File: config.mk
export PLATFORM = sky130hd
export DESIGN_NAME = periodic_task_tick_scheduler_unit
export DESIGN_NICKNAME = d
export VERILOG_FILES = /design/src/hdl/ptts_pkg.sv /design/src/hdl/periodic_task_tick_scheduler_unit.sv /design/src/hdl/ptts_ram.sv
export SDC_FILE = /design/constraint.sdc
export NUM_CORES = 2
export LEC_CHECK = 0
export ABC_CLOCK_PERIOD_IN_PS = 9000
export BUFFER_PORTS_ARGS = -buffer_cell sky130_fd_sc_hd__clkbuf_2
export CORE_MARGIN = 2
export CORE_UTILIZATION = 56
export CTS_CLUSTER_SIZE = 28
export DETAILED_ROUTE_END_ITERATION = 6
export HOLD_SLACK_MARGIN = 0.03
export PLACE_DENSITY_LB_ADDON = 0.2
export SYNTH_ARGS = -nofsm -noshare
export SYNTH_HDL_FRONTEND = slang
export SYNTH_SLANG_ARGS = --single-unit
File: constraint.sdc
create_clock -name clk -period 9 [get_ports clk]
set_input_delay 1.8 -clock clk [delete_from_list [all_inputs] [get_ports clk]]
set_output_delay 1.8 -clock clk [all_outputs]
set_load 0.01 [all_outputs]
File: src/hdl/ptts_pkg.sv
// Shared widths, codes and defaults for the periodic task tick scheduler.
package ptts_pkg;

	localparam int unsigned MAX_TASKS_DEF   = 16;
	localparam int unsigned ACT_W           = 2;
	localparam int unsigned ID_W            = 32;
	localparam int unsigned PER_W           = 32;
	localparam int unsigned RES_W           = 3;
	localparam int unsigned TOT_W           = 5;
	localparam int unsigned ENT_W           = ID_W + 2 * PER_W;
	localparam int unsigned S_DATA_W        = 64;
	localparam int unsigned M_DATA_W        = 40;
	localparam logic [PER_W-1:0] TICK_PERIOD_RST = 32'd1000;

	localparam logic [ACT_W-1:0] ACT_TICK   = 2'd0;
	localparam logic [ACT_W-1:0] ACT_ADD    = 2'd1;
	localparam logic [ACT_W-1:0] ACT_REMOVE = 2'd2;
	localparam logic [ACT_W-1:0] ACT_CLEAR  = 2'd3;

	localparam logic [RES_W-1:0] EV_TICK    = 3'd0;
	localparam logic [RES_W-1:0] EV_FIRED   = 3'd1;
	localparam logic [RES_W-1:0] EV_ADDED   = 3'd2;
	localparam logic [RES_W-1:0] EV_REJECT  = 3'd3;
	localparam logic [RES_W-1:0] EV_REMOVED = 3'd4;
	localparam logic [RES_W-1:0] EV_MISSING = 3'd5;
	localparam logic [RES_W-1:0] EV_CLEARED = 3'd6;

	typedef struct packed {
		logic [PER_W-1:0] elapsed;
		logic [PER_W-1:0] period;
		logic [ID_W-1:0]  id;
	} entry_t;

endpackage

File: src/hdl/periodic_task_tick_scheduler_unit.sv
// Periodic task tick scheduler: task table in RAM walked by a read-modify-write sequencer.
//
//  Channel | Signals                            | Contents (low bit first)
//  --------+------------------------------------+-----------------------------------------
//  s_      | s_tvalid s_tready s_tdata s_tuser  | tdata: task_id, task_period; tuser: action
//  m_      | m_tvalid m_tready m_tdata m_tuser  | tdata: event_task_id, task_total; tuser:
//          | m_tlast                            |   event_res; tlast: last
//  cfg_    | cfg_we cfg_wdata                   | tick_period_us
//
// A tick, an add or a remove on a table of n entries walks all n entries, one RAM read a
// cycle while the walk is not stalled, and the final result then enters the output register;
// the next request is taken after that. Any request on an empty table, a clear and a rejected
// add skip the walk. Reset empties the table at once. A tick stalls its walk while
// a second fire request waits for the output register, and every request holds in its final
// state until the output register is free.
module periodic_task_tick_scheduler_unit #(
	parameter int unsigned MAX_TASKS = ptts_pkg::MAX_TASKS_DEF
) (
	input  logic                            clk,
	input  logic                            arst_n,
	input  logic                            s_tvalid,
	output logic                            s_tready,
	input  logic [ptts_pkg::S_DATA_W-1:0]   s_tdata,  // task_id, task_period
	input  logic [ptts_pkg::ACT_W-1:0]      s_tuser,  // action
	output logic                            m_tvalid,
	input  logic                            m_tready,
	output logic [ptts_pkg::M_DATA_W-1:0]   m_tdata,  // event_task_id, task_total, zero pad
	output logic [ptts_pkg::RES_W-1:0]      m_tuser,  // event_res
	output logic                            m_tlast,
	input  logic                            cfg_we,
	input  logic [ptts_pkg::PER_W-1:0]      cfg_wdata
);
	import ptts_pkg::*;

	localparam int unsigned IDX_W = (MAX_TASKS > 1) ? $clog2(MAX_TASKS) : 1;
	localparam int unsigned CNT_W = $clog2(MAX_TASKS + 1);
	localparam logic [CNT_W-1:0] CNT_MAX = CNT_W'(MAX_TASKS);

	typedef enum logic [2:0] {
		ST_IDLE = 3'b001,
		ST_WALK = 3'b010,
		ST_FIN  = 3'b100
	} state_t;

	state_t           state_q;
	logic [PER_W-1:0] tick_period_q;
	logic [CNT_W-1:0] cnt_q;
	logic [CNT_W-1:0] rd_q;
	logic [CNT_W-1:0] rem_q;
	logic             valid_s1;
	logic [IDX_W-1:0] idx_s1;
	logic             found_q;
	logic             reject_q;
	logic             pend_v_q;
	logic [ID_W-1:0]  pend_id_q;
	logic [ACT_W-1:0] op_q;
	logic [ID_W-1:0]  id_q;
	logic [PER_W-1:0] per_q;

	logic             out_v_q;
	logic [RES_W-1:0] out_res_q;
	logic [ID_W-1:0]  out_id_q;
	logic [TOT_W-1:0] out_tot_q;
	logic             out_last_q;

	entry_t           rd_ent;
	entry_t           wr_ent;
	logic             ram_we;
	logic [IDX_W-1:0] ram_waddr;
	logic [IDX_W-1:0] ram_raddr;

	logic [PER_W:0]   tick_sum;
	logic [PER_W-1:0] tick_sat;
	logic             fire;
	logic             match;
	logic             out_free;
	logic             stall;
	logic             issue;
	logic             proc;
	logic             push_walk;
	logic             accept;
	logic             fin_go;
	logic [RES_W-1:0] fin_res;
	logic [ID_W-1:0]  fin_id;
	logic [CNT_W-1:0] fin_cnt;

	ptts_ram #(
		.WIDTH(ENT_W),
		.DEPTH(MAX_TASKS)
	) u_table (
		.clk  (clk),
		.we   (ram_we),
		.waddr(ram_waddr),
		.wdata(wr_ent),
		.raddr(ram_raddr),
		.rdata(rd_ent)
	);

	assign tick_sum  = {1'b0, rd_ent.elapsed} + {1'b0, tick_period_q};
	assign tick_sat  = tick_sum[PER_W] ? '1 : tick_sum[PER_W-1:0];
	assign fire      = (tick_sat >= rd_ent.period);
	assign match     = (id_q != '0) && (rd_ent.id == id_q);
	assign out_free  = !out_v_q || m_tready;
	assign stall     = valid_s1 && (op_q == ACT_TICK) && fire && pend_v_q && !out_free;
	assign issue     = (state_q == ST_WALK) && (rem_q != '0) && !stall;
	assign proc      = (state_q == ST_WALK) && valid_s1 && !stall;
	assign push_walk = proc && (op_q == ACT_TICK) && fire && pend_v_q;
	assign accept    = s_tvalid && s_tready;
	assign fin_go    = (state_q == ST_FIN) && out_free;
	assign ram_raddr = stall ? idx_s1 : rd_q[IDX_W-1:0];

	always_comb begin
		ram_we    = 1'b0;
		ram_waddr = idx_s1;
		wr_ent    = rd_ent;
		if (proc) begin
			unique case (op_q)
				ACT_TICK: begin
					ram_we         = 1'b1;
					wr_ent.elapsed = fire ? '0 : tick_sat;
				end
				ACT_ADD: begin
					ram_we    = 1'b1;
					ram_waddr = idx_s1 + IDX_W'(1);
				end
				ACT_REMOVE: begin
					ram_we    = found_q;
					ram_waddr = idx_s1 - IDX_W'(1);
				end
				ACT_CLEAR: begin
					ram_we = 1'b0;
				end
			endcase
		end else if (fin_go && (op_q == ACT_ADD) && !reject_q) begin
			ram_we    = 1'b1;
			ram_waddr = '0;
			wr_ent    = '{elapsed: '0, period: per_q, id: id_q};
		end
	end

	always_comb begin
		fin_res = EV_TICK;
		fin_id  = '0;
		fin_cnt = cnt_q;
		unique case (op_q)
			ACT_TICK: begin
				if (pend_v_q) begin
					fin_res = EV_FIRED;
					fin_id  = pend_id_q;
				end
			end
			ACT_ADD: begin
				if (reject_q) begin
					fin_res = EV_REJECT;
				end else begin
					fin_res = EV_ADDED;
					fin_id  = id_q;
					fin_cnt = cnt_q + CNT_W'(1);
				end
			end
			ACT_REMOVE: begin
				if (found_q) begin
					fin_res = EV_REMOVED;
					fin_id  = id_q;
					fin_cnt = cnt_q - CNT_W'(1);
				end else begin
					fin_res = EV_MISSING;
				end
			end
			ACT_CLEAR: begin
				fin_res = EV_CLEARED;
				fin_cnt = '0;
			end
		endcase
	end

	always_ff @(posedge clk or negedge arst_n) begin
		if (!arst_n) begin
			state_q       <= ST_IDLE;
			tick_period_q <= TICK_PERIOD_RST;
			cnt_q         <= '0;
			rem_q         <= '0;
			valid_s1      <= 1'b0;
			found_q       <= 1'b0;
			pend_v_q      <= 1'b0;
			out_v_q       <= 1'b0;
		end else begin
			if (cfg_we) begin
				tick_period_q <= cfg_wdata;
			end
			if (out_free) begin
				out_v_q <= push_walk || fin_go;
			end
			unique case (state_q)
				ST_IDLE: begin
					if (accept) begin
						found_q  <= 1'b0;
						pend_v_q <= 1'b0;
						rem_q    <= cnt_q;
						if ((s_tuser == ACT_CLEAR) || (cnt_q == '0) ||
						    ((s_tuser == ACT_ADD) &&
						     ((s_tdata[ID_W-1:0] == '0) || (cnt_q == CNT_MAX)))) begin
							state_q <= ST_FIN;
						end else begin
							state_q <= ST_WALK;
						end
					end
				end
				ST_WALK: begin
					if (!stall) begin
						valid_s1 <= issue;
						if (issue) begin
							rem_q <= rem_q - CNT_W'(1);
						end
					end
					if (proc && (op_q == ACT_REMOVE) && !found_q && match) begin
						found_q <= 1'b1;
					end
					if (proc && (op_q == ACT_TICK) && fire) begin
						pend_v_q <= 1'b1;
					end
					if ((rem_q == '0) && !valid_s1) begin
						state_q <= ST_FIN;
					end
				end
				ST_FIN: begin
					if (out_free) begin
						cnt_q    <= fin_cnt;
						pend_v_q <= 1'b0;
						state_q  <= ST_IDLE;
					end
				end
				default: begin
					state_q <= ST_IDLE;
				end
			endcase
		end
	end

	always_ff @(posedge clk) begin
		if (accept) begin
			op_q     <= s_tuser;
			id_q     <= s_tdata[ID_W-1:0];
			per_q    <= s_tdata[ID_W +: PER_W];
			reject_q <= (s_tuser == ACT_ADD) &&
			            ((s_tdata[ID_W-1:0] == '0) || (cnt_q == CNT_MAX));
			rd_q     <= (s_tuser == ACT_ADD) ? (cnt_q - CNT_W'(1)) : '0;
		end else if (issue) begin
			rd_q <= (op_q == ACT_ADD) ? (rd_q - CNT_W'(1)) : (rd_q + CNT_W'(1));
		end
		if (issue) begin
			idx_s1 <= rd_q[IDX_W-1:0];
		end
		if (proc && (op_q == ACT_TICK) && fire) begin
			pend_id_q <= rd_ent.id;
		end
		if (push_walk) begin
			out_res_q  <= EV_FIRED;
			out_id_q   <= pend_id_q;
			out_tot_q  <= TOT_W'(cnt_q);
			out_last_q <= 1'b0;
		end else if (fin_go) begin
			out_res_q  <= fin_res;
			out_id_q   <= fin_id;
			out_tot_q  <= TOT_W'(fin_cnt);
			out_last_q <= 1'b1;
		end
	end

	assign s_tready = (state_q == ST_IDLE);
	assign m_tvalid = out_v_q;
	assign m_tuser  = out_res_q;
	assign m_tlast  = out_last_q;
	assign m_tdata  = {(M_DATA_W - ID_W - TOT_W)'(0), out_tot_q, out_id_q};

endmodule

File: src/hdl/ptts_ram.sv
// Generic simple dual-port RAM with one write port and a registered read port.
module ptts_ram #(
	parameter int unsigned WIDTH = 8,
	parameter int unsigned DEPTH = 16,
	localparam int unsigned AW = (DEPTH > 1) ? $clog2(DEPTH) : 1
) (
	input  logic             clk,
	input  logic             we,
	input  logic [AW-1:0]    waddr,
	input  logic [WIDTH-1:0] wdata,
	input  logic [AW-1:0]    raddr,
	output logic [WIDTH-1:0] rdata
);

	logic [WIDTH-1:0] mem [DEPTH];

	always_ff @(posedge clk) begin
		if (we) begin
			mem[waddr] <= wdata;
		end
		rdata <= mem[raddr];
	end

endmodule
==> out/results.tsv <==
stage	metric	value	unit
sta	setup_viol	0	
cts	ctsRootBufferMaster	clkbuf_16	
sta	finalHoldViolCount	0	
grt	grt_use_total	0.265	
logic_synthesis	ys_types	72	
setup_path	endpoint_kind	flop	
logic_synthesis	synth_edf_count	1680	
detailed_routing	via_count	39300	
setup_path	worst-setup-path-type	flop to flop	
detailed_routing	drtIter0Drc	4682	
logic_synthesis	synth.most_common_cell	edfxtp_1	
floorplan	coreArea	127000	um2
setup_path	r2r_end	u_table.mem[6][41]	
sta	holdWs	0.480	ns
setup_path	crit_family	compound AO/OA/AOI/OAI gates	
setup_path	cpMaxStageDelayCell	and2_4	
worst_hold_path	hold_path_class	flop to flop	
logic_synthesis	synth_area_leaders	edfxtp_1 70%, mux2i_1 11%, o22ai_1 3.4%, dfxtp_1 2.8%, dfrtp_1 1.5%	
setup_path	startpoint	tick_period_q[0]	
detailed_routing	routed_wl	175000	um
layout	area_growth	12.9	%
power	p_per_area	324	nW/um2
setup_path	path_max_fanout	40	
detailed_routing	drcViolationCount	0	
detailed_routing	antenna_left	0	
layout	post-route-util	0.636	
place	dp.final_hpwl	94200	um
floorplan	row_count	131	
logic_synthesis	synth_top_area_share	0.704	
cts	htreeDepth	4	
cts	post_cts_buffers	0	
sta	layout_min_cycle_time	8.00	ns
setup_path	crit_chain	ha_1, fa_1, a21oi_1, o21ai_1, a211oi_1, o31ai_1, a21oi_1, o21a_1, o221a_2, nand4_1, ha_1, nand4_1, inv_1, a221oi_2, a21boi_2, a31oi_2, buf_4, and3_1, o2111ai_1, a221oi_1, and2_4, buf_4	
cts	numCtsBuffers	182	
power	finalPower	26.2	mW
floorplan	initial_core_util	0.563	
grt	grt_max_degree	140	
logic_synthesis	yosysSeqAreaShare	0.749	
power	ir_worst_vdd	453	uV
place	placed_cells	5935	
floorplan	die_w	362	um
run_status	outcome	finished clean	
logic_synthesis	synthArstFlopShare	0.0268	
grt	grt_pass1_wl	254000	um
job	drv_cap	0	
sta	clock_skew	0.0279	ns
place	portBuffers	145	
logic_synthesis	ys_warn_count	0	
setup_path	r2r_cells	22	
setup_path	worstReg2RegStart	tick_period_q[0]	
detailed_routing	drt-pass1-iter-count	6	
cts	holdBufCountCts	0	
place	place_congestion	0.888	
detailed_routing	wl_per_cell	27.8	um
cts	clk_latency	0.82	ns
setup_path	rrSetupSlack	1.0	ns
floorplan	die_h	362	um
sta	rsz0062_at_grt	false	
logic_synthesis	synth_area	71600	um2
sta	relSlewSlack	0.188	
layout	finalNonFillerCells	6280	
setup_path	crit_cells	22	
setup_path	slowest_delay	0.87	ns
power	p_leak	29.2	nW
layout	fillCellCount	8890	
sta	worstMarginPinSlew	1.21	ns
layout	layout-drive-gt1-share	0.129	
grt	antenna_found_initial	7	
logic_synthesis	ys_seq_elements	1829	
setup_path	worstSetupEndpoint	u_table.mem[6][41]	
logic_synthesis	syn_area_per_cell	16.9	um2
setup_path	worstPathRequired	9.50	ns
logic_synthesis	synth_commonest_cells	1680 x edfxtp_1, 771 x mux2i_1, 387 x o22ai_1	
setup_path	critPathArrivalTime	8.50	ns
grt	gr-total-overflow	0	
logic_synthesis	synth_cells	4245	
setup_path	critPathBufInv	3	
floorplan	pin_count	149	
sta	fmaxAchievable	125	MHz
detailed_routing	routed_via_density	6.26	
place	pre_cts_ws	1.14	ns
setup_path	start_kind	flop	
cts	cts.sinks	1829	
grt	grt_pass1_vias	38207	
sta	post-route-period-util	0.889	
sta	fin_ws	0.996	ns
layout	final_nets	4640	
logic_synthesis	synth-main-ff-cell	edfxtp_1	
sta	slew_violations	0	
cts	cts_tree	built	
floorplan	die_area	131000	um2
cts	clk_pin_slew_worst_paths	0.06	ns
logic_synthesis	synth_top_area_cell	edfxtp_1	
cts	cts_buffer_depth	3	
cts	post_cts_resized	0	
area by class of cell:
type	instances	area, um2	share of cell area
Inverter	65	244	0.00302
Timing Repair Buffer	253	2020	0.0250
Multi-Input combinational cell	2126	16900	0.209
Clock inverter	77	786	0.00972
Tap cell	1662	2080	0.0257
Antenna cell	1	2.50	0.0000309
Clock buffer	267	5160	0.0638
Sequential cell	1829	53700	0.664
state kept, by name (all words and copies together), names as in the netlist, 2 cells and up:
register / count
cnt_q: 5
id_q: 32
idx_s1: 4
m_tuser: 3
op_q: 2
out_id_q: 32
out_tot_q: 5
pend_id_q: 32
per_q: 32
rd_q: 4
rem_q: 5
state_q: 3
tick_period_q: 32
u_table.mem: 1536
u_table.rdata: 96
layout by cell type (no fill, tap or decap), types with 17 or more instances in the layout:
cell       count
nor2_1        39
clkbuf_16    184
or4_1         96
inv_1         64
buf_12        39
mux2_2        33
clkbuf_1      59
mux2i_1      770
ha_1          77
clkbuf_2     145
o22ai_1      387
dfrtp_1       42
nand2_1      206
clkinv_2      25
nor4_1        25
edfxtp_1    1680
nand3_1       23
a21oi_1       61
clkinv_1      27
dfxtp_1      100
o21ai_0       67
buf_4         69
a22o_1        63
nand4_1       21
xnor2_1       49
nor3_1        17
clkbuf_8      24
cell families (layout without fill, tap and decap cells):
logic type | Yosys count | count (layout) | synth area share
other cells | 1 | 4 | 0.0000524
simple gates | 500 | 500 | 0.0361
fa+ha+maj | 80 | 80 | 0.0143
flops | 1829 | 1829 | 0.749
xor+xnor | 61 | 61 | 0.00746
compound gates | 678 | 678 | 0.0618
mux | 804 | 804 | 0.113
buf+inv | 292 | 662 | 0.0179
worst min path at each step:
stage,start,to,slack (ns),cells past startpoint
floorplan,rd_q[3],idx_s1[3],0.42,0
global placement,m_tlast,m_tlast,0.46,2
detailed placement,u_table.rdata[5],pend_id_q[5],0.46,0
CTS,u_table.rdata[5],pend_id_q[5],0.48,0
global route,u_table.rdata[1],pend_id_q[1],0.49,0
finish,u_table.rdata[5],pend_id_q[5],0.48,0
worst register-to-register path, cell delays in order, from the launching register on:
cell and delay [ns]:
dfrtp_1 0.39, ha_1 0.23, fa_1 0.40, a21oi_1 0.25, o21ai_1 0.17, a211oi_1 0.46
o31ai_1 0.27, a21oi_1 0.29, o21a_1 0.25, o221a_2 0.64, nand4_1 0.25, ha_1 0.37
nand4_1 0.17, inv_1 0.08, a221oi_2 0.30, a21boi_2 0.11, a31oi_2 0.18, buf_4 0.28
and3_1 0.54, o2111ai_1 0.23, a221oi_1 0.55, and2_4 0.87, buf_4 0.41
routing by layer:
| layer | share of wire | track usage | up-vias |
|---|---|---|---|
| li1 | - | - | 17328 |
| met1 | 0.43 | 0.377 | 20092 |
| met2 | 0.47 | 0.420 | 1570 |
| met3 | 0.070 | 0.0399 | 308 |
| met4 | 0.032 | 0.0938 | 2 |
| met5 | 0.000046 | 0 | - |
per-stage QoR:
step,cell area (um2),setup TNS (ns)
2_1_floorplan,71700,-250.94
3_3_place_gp,74900,0
3_5_place_dp,74900,0
4_1_cts,80900,0
5_1_grt,80900,0
6_report,80900,0
power by group:
group | switching, mW | internal (mW)
clock network | 3.16 | 4.30
logic | 4.81 | 2.68
registers | 0.400 | 10.9
total | 8.36 | 17.8
No activity file was read; power rests on OpenSTA's default activity.
